--- config.mk ---
export PLATFORM = sky130hd
export DESIGN_NAME = kcc_front
export DESIGN_NICKNAME = d
export VERILOG_FILES = /design/src/sv/kcc_pkg.sv /design/src/sv/kcc_front.sv
export SDC_FILE = /design/constraint.sdc
export NUM_CORES = 1
export LEC_CHECK = 0
export BUFFER_PORTS_ARGS = -buffer_cell sky130_fd_sc_hd__clkbuf_2
export CAP_MARGIN = 20
export CORE_UTILIZATION = 56
export DETAILED_ROUTE_END_ITERATION = 10
export PLACE_DENSITY = 0.81
export SLEW_MARGIN = 20
export SYNTH_ARGS = -nofsm -noshare
export SYNTH_HDL_FRONTEND = slang
export SYNTH_SLANG_ARGS = --single-unit
--- constraint.sdc ---
create_clock -name clk_i -period 2.7 [get_ports clk_i]
set_input_delay 0.27 -clock clk_i [delete_from_list [all_inputs] [get_ports clk_i]]
set_output_delay 0.27 -clock clk_i [all_outputs]
set_load 0.01 [all_outputs]
--- src/sv/kcc_pkg.sv ---
`timescale 1ns / 1ps
`default_nettype none
// ---------------------------------------------------------------------------
// kcc_pkg
// Shared types and constants of the k-means color clustering block.
// ---------------------------------------------------------------------------
package kcc_pkg;

  localparam int MaxPixels   = 4096;
  localparam int MaxClusters = 8;
  localparam int PixAw       = $clog2(MaxPixels);
  localparam int CntW        = PixAw + 1;
  localparam int ClAw        = $clog2(MaxClusters);
  localparam int SumW        = CntW + 8;

  // input actions
  typedef enum logic [2:0] {
    ActClear  = 3'd0,
    ActAppend = 3'd1,
    ActLoad   = 3'd2,
    ActRun    = 3'd3,
    ActQuery  = 3'd4
  } action_e;

  // result kinds
  typedef enum logic [1:0] {
    KindAck      = 2'd0,
    KindCentroid = 2'd1,
    KindQuery    = 2'd2
  } kind_e;

  // configuration register indexes
  localparam logic [1:0] CfgClusterCount   = 2'd0;
  localparam logic [1:0] CfgIterationLimit = 2'd1;
  localparam logic [1:0] CfgTolerance      = 2'd2;

  typedef struct packed {
    logic [2:0]  action;
    logic [7:0]  red;
    logic [7:0]  green;
    logic [7:0]  blue;
    logic [11:0] item_index;
  } in_item_t;

  typedef struct packed {
    logic [1:0] kind;
    logic [2:0] cluster;
    logic [7:0] out_red;
    logic [7:0] out_green;
    logic [7:0] out_blue;
    logic [9:0] passes_done;
    logic       last_result;
  } out_item_t;

  // classified request passed from front to back
  typedef struct packed {
    action_e     action;
    logic [23:0] rgb;
    logic [11:0] item_index;
  } req_t;

endpackage
`default_nettype wire

--- src/sv/kcc_front.sv ---
`timescale 1ns / 1ps
`default_nettype none
// ---------------------------------------------------------------------------
// kcc_front
// Accepts input requests, drops unknown actions, queues the rest.
// ---------------------------------------------------------------------------
module kcc_front import kcc_pkg::*; (
  input  wire logic     clk_i,
  input  wire logic     rst_ni,
  input  wire logic     in_valid,
  output logic          in_ready,
  input  wire in_item_t in_data,
  output logic          req_valid_o,
  input  wire logic     req_ready_i,
  output req_t          req_o
);

  localparam int Depth = 4;

  req_t       fifo_q [Depth];
  logic [1:0] wr_q, rd_q;
  logic [2:0] cnt_q;
  logic       push, pop, known;

  // classify: actions above query carry no work
  assign known    = (in_data.action <= ActQuery);
  assign in_ready = (cnt_q != 3'(Depth));
  assign push     = in_valid && in_ready && known;
  assign pop      = req_valid_o && req_ready_i;
  assign req_valid_o = (cnt_q != 3'd0);
  assign req_o       = fifo_q[rd_q];

  // request queue storage
  always_ff @(posedge clk_i) begin
    if (push) begin
      fifo_q[wr_q] <= '{action: action_e'(in_data.action),
                        rgb: {in_data.red, in_data.green, in_data.blue},
                        item_index: in_data.item_index};
    end
  end

  // queue pointers
  always_ff @(posedge clk_i or negedge rst_ni) begin
    if (!rst_ni) begin
      wr_q  <= '0;
      rd_q  <= '0;
      cnt_q <= '0;
    end else begin
      if (push) wr_q <= wr_q + 2'd1;
      if (pop)  rd_q <= rd_q + 2'd1;
      cnt_q <= cnt_q + 3'(push) - 3'(pop);
    end
  end

endmodule
`default_nettype wire

==> flow_results.org, run 1 <==
** Clocking
- CTS placed an instance of clkbuf_8 at the clock tree root.
- TritonCTS built the clock tree.
- Clock-pin slew reported for the worst setup and hold paths after clock tree synthesis :: 0.06 ns
- The later pin in the worst-skew pair is clocked with a latency of 0.53 ns.
- Buffers inserted during clock tree synthesis total 17.
- Sink count of the clock tree :: 163
- H-Tree Level Count :: 4
- Maximum root-to-sink buffer count :: 2
- Number of gates resized after cts :: 0

** Final layout
- The number of antenna diodes in the final layout is 0.
- The library cell used most frequently in the layout, excluding fill and tap cells, is edfxtp_1.
- After filler insertion, the fill cell instance count of the layout stands at 604.
- Compared with the post-synthesis result, the final layout area differs by 26.7%.
- Leading cell types in the layout, fill and taps excluded :: edfxtp_1 (156), clkbuf_2 (83), mux4_2 (39), dlygate4sd3_1 (39), clkbuf_16 (16)
- Multi-input logic area :: 1100 um2
- Of the cells placed in the final design, the portion with a size suffix greater than 1 is 42.1%.
- For this run, the post-layout net count is 427.
- Utilization after layout :: 73.7%
- Register area :: 4860 um2

** Place
- Detailed placement ended at an HPWL of 5940 um.
- At the end of routability-driven placement, the weighted congestion stood at 0.693.
- Number of port buffers :: 83

** Floorplan
- Die X-Extent :: 106 um
- Initial core utilization :: 58.2%
- The die covers 11200 um2.
- Number of top-level pins :: 84
- Row Count :: 37
- The floorplan step set the die height to 106 um.
- Placeable Area :: 10400 um2

** Timing
- Final Cycle Share :: 90.4%
- Number of max-slew violations in the final report :: 0
- Final min period :: 2.44 ns
- Post-route clock skew :: 0.00718 ns
- Max frequency :: 0.409 GHz
- Measured against its own limit, the worst slew margin works out to 30.0%.
- Setup repair after global routing left no endpoint under its margin.
- The count of final hold-check violations came to 0.
- At the pin with the least slew margin, the transition time is 1.05 ns.
- Count of final setup violators :: 0
- Across all hold checks on the routed design, the worst slack comes to 0.0266 ns.
- Setup total negative slack on the finished layout was measured at 0 ns.

** Route
- In the final routed layout, each cell accounts on average for 20.3 um.
- The detail route stage leaves a number of antenna-violating nets equal to 0.
- The detailed router placed 2847 vias in this run.
- The routed design has 10700 um of wire.
- In this run, the number of DRC markers left after iteration 0 of detailed routing was 189.
- TritonRoute pass-1 iters :: 4
- After detailed routing, the number of remaining DRC violations is 0.
- Dividing the detail-routed via count by the number of cells gives 5.41.

** Pwr
- LEAKAGE :: 0.00271 uW
- Power comes to 7870 uW.
- For this design the ratio of total power to cell area is 1030 nW/um2.
- Worst IR Drop VDD :: 0.000692 V

** Worst setup path
- The largest single stage delay on the critical path is 0.59 ns.
- In this run the critical register-to-register path is captured at cnt_q[2].
- Worst Path Class, Setup :: register to output pin
- The worst setup path is launched from a register.
- STA classifies the critical path endpoint as an output pin.
- In this run the worst path has a maximum fanout of 31.
- The slowest stage of the critical path belongs to the cell dfrtp_2.
- Required time worst endpoint :: 2.43 ns
- Launching point of the worst reg2reg path :: cnt_q[1]
- Cells along the critical path :: buf_12 -> mux4_2 -> clkbuf_2
- Buffers plus inverters on the worst setup path :: 2
- STA puts the critical path data arrival time at 2.17 ns.
- Number of cells on the worst reg-to-reg path :: 9
- Worst path top cell family by delay :: flip-flops
- Slack of the worst reg-to-reg path :: 0.39 ns

** Synth
- Count of distinct cell types in the synthesized netlist :: 21
- Synthesis produced 241 cells.
- Total of warnings raised by yosys :: 0
- Number of storage elements in the synthesis netlist :: 163
- When the netlist entered floorplanning its net count stood at 291.
- Each instance of the synthesized netlist takes up on average 25.0 um2.
- Of the synthesized area, sequential elements account for 80.5%.
- Synthesized cell area :: 6030 um2

** GRT
- Aggregate global routing overflow :: 0
- Maximum number of pins on one net before global-route repair :: 40
- First-pass GRT wire length :: 16700 um
- Total global-route track usage :: 21.0%
- Via count of the first global-routing pass :: 3089
- Initial antenna violation count :: 0

** Hold path
- Tightest Hold Check Type :: input pin to register
- The worst hold path begins at in_data[36].
- For hold timing, the worst endpoint is fifo_q[3][36].
- Number of instances on the worst hold path :: 1

** Status
- Status :: complete, no violations

** Run
- Across the run, the number of max-cap violations was 0.
## stage by stage
stage | cells | worst slack, ns | area (um2)
3_3_place_gp | 455 | 0.512 | 6650
3_5_place_dp | 455 | 0.429 | 6650
4_1_cts | 526 | 0.183 | 7640
5_1_grt | 526 | 0.108 | 7640
2_1_floorplan | 241 | 0.447 | 6030
6_report | 526 | 0.258 | 7640
## cell type report
cell class,count,area share [%]
repair buffers,127,11.5
flip-flops and latches,163,63.6
inverters,6,0.295
clock buffers,18,5.47
well taps,136,2.23
multi-input cells,62,14.4
clock inverters,14,2.44
## state kept, by name, summed over array words and instances (netlist names)
signal and flops:
fifo_q 156, cnt_q 3, rd_q 2, wr_q 2
## worst max-delay path by stage
stage / startpoint / to / cells past startpoint
6_report: rd_q[0] / req_o[23] / 3
5_1_grt: rd_q[0] / req_o[21] / 3
4_1_cts: rd_q[0] / req_o[21] / 3
3_5_place_dp: cnt_q[1] / cnt_q[2] / 9
3_3_place_gp: in_data[36] / fifo_q[3][24] / 4
2_1_floorplan: cnt_q[2] / fifo_q[1][0] / 4
## routing by layer
layer  global-route usage, %  wire length [um]  up-vias
li1                        -                 -     1285
met4                    8.43               153        0
met2                    33.2              5350       80
met1                    28.1              4650     1468
met3                    5.69               531       14
met5                       0                 0        -
## report_power, final
group	switching (uW)	internal, uW	total (uW)
Sequential	230	3170	3400
Combinational	997	1040	2040
Clock	927	1500	2420
Total	2150	5710	7870
## logic make-up after synthesis
| logic type | after synthesis | share of synthesized area [%] |
|---|---|---|
| compound gates | 2 | 0.249 |
| fa+ha+maj | 7 | 1.58 |
| mux | 40 | 14.8 |
| xor+xnor | 5 | 0.726 |
| buf+inv | 16 | 1.20 |
| flops | 163 | 80.5 |
| simple gates | 8 | 0.912 |
## cells in the mapped netlist
cell | instances | area share (%)
and2_1 | 1 | 0.10
and2_2 | 3 | 0.37
and3_1 | 1 | 0.10
buf_1 | 4 | 0.25
buf_2 | 4 | 0.33
buf_6 | 1 | 0.19
clkbuf_1 | 1 | 0.062
dfrtp_1 | 7 | 2.9
edfxtp_1 | 156 | 78
fa_1 | 1 | 0.33
ha_1 | 6 | 1.2
inv_1 | 6 | 0.37
mux2_4 | 1 | 0.25
mux4_2 | 39 | 15
nand2_1 | 1 | 0.062
o21ai_0 | 1 | 0.083
o31a_2 | 1 | 0.17
or3_2 | 1 | 0.12
or3b_1 | 1 | 0.15
xnor2_1 | 4 | 0.58
xor2_1 | 1 | 0.15
## repair_timing
action | 4_1_cts | 5_1_grt
hold buffers | 39 | 0
setup buffers | 0 | 0
endpoints found under the hold margin | 159 | 0
(Power assumes the default switching activity.)
==> inputs of run 2 (changes only) <==
--- a/config.mk
+++ b/config.mk
@@ -9,6 +9,7 @@
 export CAP_MARGIN = 20
 export CORE_UTILIZATION = 56
 export DETAILED_ROUTE_END_ITERATION = 10
+export GPL_TIMING_DRIVEN = 0
 export PLACE_DENSITY = 0.81
 export SLEW_MARGIN = 20
 export SYNTH_ARGS = -nofsm -noshare
==> run 2 against run 1 <==
Net effect: worst hold slack improved by 0.0040 ns; global-route usage decreased by 1.1 points; register-to-register slack got worse by 0.06 ns; clock skew increased by 0.0031 ns; first-iteration DRC count decreased by 47%; sequential power decreased by 4%; sequential share of layout area increased by 0.74 points; final cell count increased by 0.95%; utilization decreased by 0.88 points; critical path depth increased by 1; worst setup slack improved by 0.057 ns; count of clock-buffer cells in the layout decreased by 1; critical path type unchanged; critical endpoint is now req_o[12]; largest power group unchanged.
==> flow_results.org, run 2 (synthesis results as in run 1) <==
** Status
- The run finished with clean final reports.

** Pwr
- The power per cell area came to 991 nW/um2 (-3.7%).
- Worst IR Drop VDD :: 0.000627 V (-9.4%)
- The portion of total power attributed to the clock network was 27.8% (-3.0 points).
- The sequential fraction of design power is 43.8% (+0.5 points).
- Portion of total power attributed to combinational logic :: 28.4% (+2.5 points)
- The leakage power of the design is 0.00267 uW (-1.6%).
- Net switching power :: 2160 uW (+0.20%)
- Switching share of power :: 28.8% (+1.4 points)
- Power Internal :: 5330 uW (-6.7%)

** Place
- The weighted congestion at the end of routability-driven global placement is 0.685 (-1.1%).
- The placed instance area is 6640 um2 (-0.11%).
- The number of I/O port buffers is 83 (unchanged).
- Setup WS pre-CTS :: 0.359 ns (-0.0698 ns)
- The placed wire-length estimate is 5820 um (-2.1%).

** Worst setup path
- The top fanout value on the critical path is 10 (-68%).
- The worst setup path is launched from a register.
- Number of cells on the worst reg-to-reg path :: 10 (+1)
- The data required time at the worst endpoint came to 2.43 ns (about the same).
- Critical path origin :: rd_q[0]
- The signal arrival time at the worst endpoint came to 2.12 ns (-0.05 ns).
- Launching point of the worst reg2reg path :: cnt_q[1]
- Following the worst setup path forward leads to its endpoint at req_o[12].
- Type of destination of the critical path :: output pin
- The worst reg-to-reg setup slack was 0.33 ns (-0.06 ns).
- Worst Path Class, Setup :: register to output pin
- Capture point of the worst reg-to-reg path :: cnt_q[2]

** Timing
- Post-route clock skew :: 0.0103 ns (+0.00309 ns)
- Number of max-slew violations in the final report :: 0 (unchanged)
- The final cycle utilization of the critical path was 88.3% (-2.1 points).
- Final min period :: 2.39 ns (-0.0567 ns)
- Max frequency :: 0.419 GHz (+2.4%)
- Count of final setup violators :: 0 (unchanged)
- The setup TNS after final layout was 0 ns (unchanged).
- RSZ-0062 raised after global routing :: false
- The final worst setup slack is 0.315 ns (+0.0567 ns).
- The slew at the pin with the worst max-slew slack is 1.06 ns (+0.00747 ns).
- The worst relative slew slack came to 29.5% (-0.50 points).
- Hold Violations, Final :: 0 (unchanged)

** Final layout
- The top cell types in the final layout, fill and taps aside, are edfxtp_1 (156), clkbuf_2 (83), mux4_2 (39), dlygate4sd3_1 (39), clkbuf_16 (16).
- The final core area utilization is 72.8% (-0.88 points).
- Compared with the post-synthesis result, the final layout area differs by 25.2%.
- The fill cell total of the finished layout came to 636 (+5.3%).
- Max reg flops :: 156 (unchanged)
- The number of antenna diodes came to 0 (unchanged).
- Commonest non-fill, non-tap cell in the layout :: edfxtp_1
- Proportion of layout cells with a drive suffix above 1 :: 41.8% (-0.28 points)
- Non-Filler Cell Area, Final :: 7550 um2 (-1.2%)
- The number of nets in the final layout was 433 (+1.4%).
- In the final layout, the registers with the most flip-flops are fifo_q (156), cnt_q (3).
- The register with the most flip-flops in the final layout is fifo_q.

** Route
- Total via count after detailed routing :: 2880 (+1.2%)
- Final ANT Viol Nets :: 0 (unchanged)
- The number of DRC markers after the initial detailed-route iteration is 101 (-47%).
- Number of vias per cell :: 5.42 (+0.21%)
- Total detailed-routing wirelength :: 10200 um (-4.6%)
- Routed length per instance :: 19.2 um (-5.5%)
- TritonRoute pass-1 iters :: 5 (+1)
- The remaining design rule violation count came to 0 (unchanged).

** Clocking
- The number of clock buffers inserted by TritonCTS came to 17 (unchanged).
- The maximum root-to-sink buffer count was 2 (unchanged).
- CTS Root Cell :: clkbuf_8
- Worst-skew pair later-pin latency :: 0.51 ns (-0.02 ns)
- Clock-pin slew reported for the worst setup and hold paths after clock tree synthesis :: 0.06 ns (about the same)
- The number of clock sinks is 163 (unchanged).
- TritonCTS built the clock tree.
- The number of setup buffers added after CTS came to 0 (unchanged).
- The H-tree depth came to 4 (unchanged).

** Run
- Maximum Capacitance Violations :: 0 (unchanged)

** Hold path
- Tightest Hold Check Type :: input pin to register

** Floorplan
- Placeable Area :: 10400 um2 (unchanged)
- Floorplan die area :: 11200 um2 (unchanged)
- The effective utilization at floorplan came to 58.2% (unchanged).
- Die X-Extent :: 106 um (unchanged)
- Height of the die :: 106 um (unchanged)
- Row Count :: 37 (unchanged)
- Number of top-level pins :: 84 (unchanged)

** GRT
- Initial antenna violation count :: 0 (unchanged)
- The via count of the first global-routing pass came to 3083 (-0.19%).
- First-pass GRT wire length :: 15700 um (-6.0%)
- Total global-route track usage :: 19.9% (-1.1 points)
- The maximum number of pins on one net before global-route repair was 40 (unchanged).
- The residual overflow from global routing was 0 (unchanged).
==> run 2: cell types whose count changed in the layout (fill, tap and decap cells not counted), sizes merged <==
cell / previous run / this run
bufinv: 4 / 0
clkinv: 7 / 5
inv: 7 / 10
clkinvlp: 2 / 5
buf: 5 / 10
==> run 2: cell type report <==
cell class	instances	area, um2	area share (%)
Clock inverter	14	106	1.41
Sequential cell	163	4860	64.3
Multi-Input combinational cell	62	1100	14.6
Clock buffer	17	414	5.48
Buffer	10	50.0	0.663
Tap cell	136	170	2.25
Timing Repair Buffer	123	826	10.9
Inverter	6	22.5	0.298
==> run 2: worst min-delay path by stage <==
stage	startpoint	depth (start not counted)	endpoint
floorplan	rst_ni	0	cnt_q[0]
global placement	rst_ni	1	cnt_q[2]
detailed placement	rst_ni	1	cnt_q[2]
CTS	in_data[38]	1	fifo_q[0][38]
global route	in_data[38]	1	fifo_q[0][38]
finish	in_data[38]	1	fifo_q[0][38]
==> run 2: power by group through the flow <==
| stage | clock (uW) | sequential [uW] | combinational (uW) |
|---|---|---|---|
| floorplan | 0 | 3290 | 1410 |
| global route | 2220 | 3310 | 2310 |
| detailed placement | 0 | 3330 | 2120 |
| global placement | 0 | 3310 | 2080 |
| finish | 2080 | 3280 | 2120 |
| CTS | 2110 | 3290 | 2180 |
==> run 2: critical path, cell delays in order, from the launching register on <==
cell and delay, ns:
dfrtp_1 0.32, clkbuf_1 0.19, buf_2 0.38, mux4_2 0.57, clkbuf_2 0.15
==> run 2: per-stage QoR <==
stage                     hold slack [ns]  instances  power, uW
after floorplan                   -0.0256        241       4700
after global placement              0.118        460       5390
after detailed placement            0.133        461       5460
after CTS                         0.00833        531       7580
after global routing               0.0158        531       7830
final                              0.0306        531       7490
==> run 2: repair_timing <==
item | 4_1_cts | 5_1_grt
endpoints found under the hold margin | 158 | 0
gates resized for setup | 0 | 0
hold buffers | 39 | 0
==> run 2: per-layer routing <==
metal	wire length, um	vias up	GRT usage (%)
met4	172	0	7.94
met1	4030	1478	23.4
met3	430	16	4.76
li1	-	1301	-
met2	5570	85	35.4
met5	0	-	0
==> inputs of run 3 (changes only) <==
--- a/config.mk
+++ b/config.mk
@@ -10,7 +10,7 @@
 export CORE_UTILIZATION = 56
 export DETAILED_ROUTE_END_ITERATION = 10
 export GPL_TIMING_DRIVEN = 0
-export PLACE_DENSITY = 0.81
+export PLACE_DENSITY = 0.86
 export SLEW_MARGIN = 20
 export SYNTH_ARGS = -nofsm -noshare
 export SYNTH_HDL_FRONTEND = slang
==> run 3 against run 2 <==
Net effect: worst hold slack worse by 0.0040 ns; die area unchanged; sequential power is essentially flat; combinational power grew 2%; cell area rose by 0.71%; total power increased by 3.9%; sequential share of layout area down 0.46 points; flip-flop and latch count is the same; critical path depth unchanged; clock power is 12% higher; final cell count decreased by 0.19%; critical endpoint is now req_o[22].
==> flow_results.org, run 3 (synthesis results as in run 1) <==
** Final layout
- The flip-flop count of the largest register after layout was 156 (unchanged).
- Commonest non-fill, non-tap cell in the layout :: edfxtp_1
- The top cell types in the final layout, fill and taps aside, are edfxtp_1 (156), clkbuf_2 (83), mux4_2 (39).
- Compared with the post-synthesis result, the final layout area differs by 26.0%.
- The largest registers in the layout are fifo_q (156), cnt_q (3).
- Antenna diode count :: 0 (unchanged)
- Counting flops per register, the top entry is fifo_q.
- The number of nets in the final layout came to 432 (-0.23%).
- The fill cell total of the finished layout is 616 (-3.1%).
- The share of final-layout standard cells stronger than drive strength 1 was 41.4% (-0.40 points).
- The final instance area came to 7610 um2 (+0.71%).

** Timing
- Max frequency :: 0.408 GHz (-2.7%)
- Final Cycle Share :: 90.8% (+2.4 points)
- Count of final setup violators :: 0 (unchanged)
- Sum of negative setup slack :: 0 ns (unchanged)
- Number of max-slew violations in the final report :: 0 (unchanged)
- The minimum period implied by the final worst setup slack came to 2.45 ns (+0.0661 ns).
- Tightest slew margin relative to the limit :: 28.5% (-0.97 points)
- Post-route clock skew :: 0.00740 ns (-0.00287 ns)
- Actual transition at the worst max-transition pin :: 1.07 ns (+0.0146 ns)
- Hold WS :: 0.0266 ns (-0.00403 ns)
- Final worst slack :: 0.249 ns (-0.0661 ns)
- The count of final hold-check violations is 0 (unchanged).
- Setup repair after global routing left no endpoint under its margin.

** Pwr
- The power spent charging and discharging nets was 2160 uW (+0.23%).
- The leakage power of the design is 0.00270 uW (+1.4%).
- The fraction of power spent switching nets came to 27.8% (-1.0 points).
- Power Internal :: 5610 uW (+5.3%)
- Final Power :: 7780 uW (+3.9%)
- Pwr/cell area :: 1020 nW/um2 (+3.1%)
- Clock network power share :: 29.8% (+2.0 points)
- The part of the total power dissipated in combinational logic was 27.9% (-0.5 points).
- The worst voltage drop across the vdd grid is 0.000614 V (-2.0%).
- The sequential fraction of design power came to 42.3% (-1.5 points).

** Clocking
- CTS tree :: built
- The clock slew seen by the registers of the worst setup and hold paths was 0.06 ns (about the same).
- Sink count of the clock tree :: 163 (unchanged)
- The number of clock buffers inserted by TritonCTS was 17 (unchanged).
- H-Tree Level Count :: 4 (unchanged)
- CTS Root Cell :: clkbuf_8
- The maximum root-to-sink buffer count is 2 (unchanged).
- Worst-skew pair later-pin latency :: 0.51 ns (about the same)

** Floorplan
- The effective utilization at floorplan was 58.2% (unchanged).
- The die span in y was 106 um (unchanged).
- The floorplan row count was 37 (unchanged).
- The number of primary I/O pins came to 84 (unchanged).
- The floorplan die width came to 106 um (unchanged).
- The area of the placeable core came to 10400 um2 (unchanged).
- Floorplan die area :: 11200 um2 (unchanged)

** Place
- The number of I/O port buffers was 83 (unchanged).
- Final GP Congestion :: 0.676 (-1.4%)
- The pre-CTS setup slack was 0.367 ns (+0.00762 ns).
- Detailed placer's ending HPWL :: 6090 um (+4.7%)
- Total cell area at the placement stage :: 6650 um2 (+0.11%)

** Status
- The flow ran to the end, and the final reports show no timing, DRC or antenna violations.

** GRT
- The total global-route track usage came to 20.7% (+0.78 points).
- The initial antenna violation count was 0 (unchanged).
- The residual overflow from global routing was 0 (unchanged).
- The wire length of the first global-routing pass was 16200 um (+3.6%).
- The via count of the first global-routing pass is 3053 (-0.97%).
- The maximum number of pins on one net before global-route repair came to 40 (unchanged).

** Worst setup path
- Critical path's largest stage delay :: 0.58 ns (about the same)
- Launching element type of the critical path :: register
- Worst path top cell family by delay :: buffers and inverters
- Slack of the worst reg-to-reg path :: 0.34 ns (about the same)
- The signal arrival time at the worst endpoint is 2.18 ns (+0.06 ns).
- STA classifies the critical path endpoint as an output pin.
- The number of logic stages on the critical path including buffering came to 4 (unchanged).
- The top fanout value on the critical path came to 10 (unchanged).
- Slowest cell on the critical path :: mux4_2
- Buffers plus inverters on the worst setup path :: 3 (unchanged)
- Worst Path Class, Setup :: register to output pin
- The worst-case reg-to-reg path depth was 10 (unchanged).
- The critical path goes through clkbuf_1 -> buf_2 -> mux4_2 -> clkbuf_2.
- Required time worst endpoint :: 2.43 ns (about the same)

** Hold path
- The path class of the tightest hold or removal check is input pin to register.
- Number of instances on the worst hold path :: 1 (unchanged)

** Route
- The antenna violation net count after detailed routing came to 0 (unchanged).
- The number of DRC markers after the initial detailed-route iteration was 146 (+45%).
- Total detailed-routing wirelength :: 10800 um (+6.3%)
- The length of the first detailed-routing pass in iterations was 4 (-1).
- The remaining design rule violation count came to 0 (unchanged).
- Number of vias per cell :: 5.52 (+1.8%)
- The via count of the routed design was 2926 (+1.6%).
- The average wire per cell in the routed design came to 20.5 um (+6.5%).

** Run
- Maximum Capacitance Violations :: 0 (unchanged)
-- run 3: changes by cell type in the layout (fill, tap and decap cells not counted) --
cell / change
buf_16: +1
bufinv_16: +3
dlygate4sd3_1: -1
clkinv_1: +1
inv_8: -1
clkinvlp_4: -4
inv_6: -1
buf_12: -1
clkinv_4: +1
clkbuf_1: +1
-- run 3: area by class of cell --
| type | count | area (um2) | share of cell area (%) |
|---|---|---|---|
| plain buffers | 10 | 50.0 | 0.658 |
| clock buffers | 18 | 418 | 5.49 |
| clock inverters | 13 | 159 | 2.09 |
| inverters | 6 | 22.5 | 0.296 |
| multi-input cells | 62 | 1100 | 14.5 |
| flip-flops and latches | 163 | 4860 | 63.9 |
| well taps | 136 | 170 | 2.24 |
| repair buffers | 122 | 823 | 10.8 |
-- run 3: power by group through the flow --
stage          Combinational (uW)  Clock [uW]  Sequential [uW]
2_1_floorplan                1410           0             3290
3_3_place_gp                 2060           0             3310
3_5_place_dp                 2150           0             3340
4_1_cts                      2210        2340             3300
5_1_grt                      2350        2450             3320
6_report                     2170        2320             3290
-- run 3: metal layers --
metal,global-route usage (%),part of all wire [%],vias to the layer above
met4,6.15,1.3,0
met1,27.1,41,1506
met3,5.63,5.4,15
li1,-,-,1295
met5,0,0,-
met2,34.3,53,110
-- run 3: path summary, 6_finish.rpt --
path                        startpoint       endpoint
max                            rd_q[0]      req_o[22]
min                        in_data[36]  fifo_q[2][36]
max reg2reg                   cnt_q[1]       cnt_q[2]
min reg2reg                   cnt_q[0]       cnt_q[0]
max in group asynchronous       rst_ni        rd_q[1]
min in group asynchronous       rst_ni       cnt_q[0]
-- run 3: timing repair --
action | 4_1_cts | 5_1_grt
hold buffers | 38 | 0
buffers inserted | 0 | 0
endpoints found under the hold margin | 155 | 0
gates resized for setup | 0 | 0
-- run 3: metrics by stage --
step	std cells	util, %
final	530	73.3
after global routing	530	73.3
after CTS	530	73.3
after detailed placement	461	64.1
after global placement	460	63.8
after floorplan	241	-
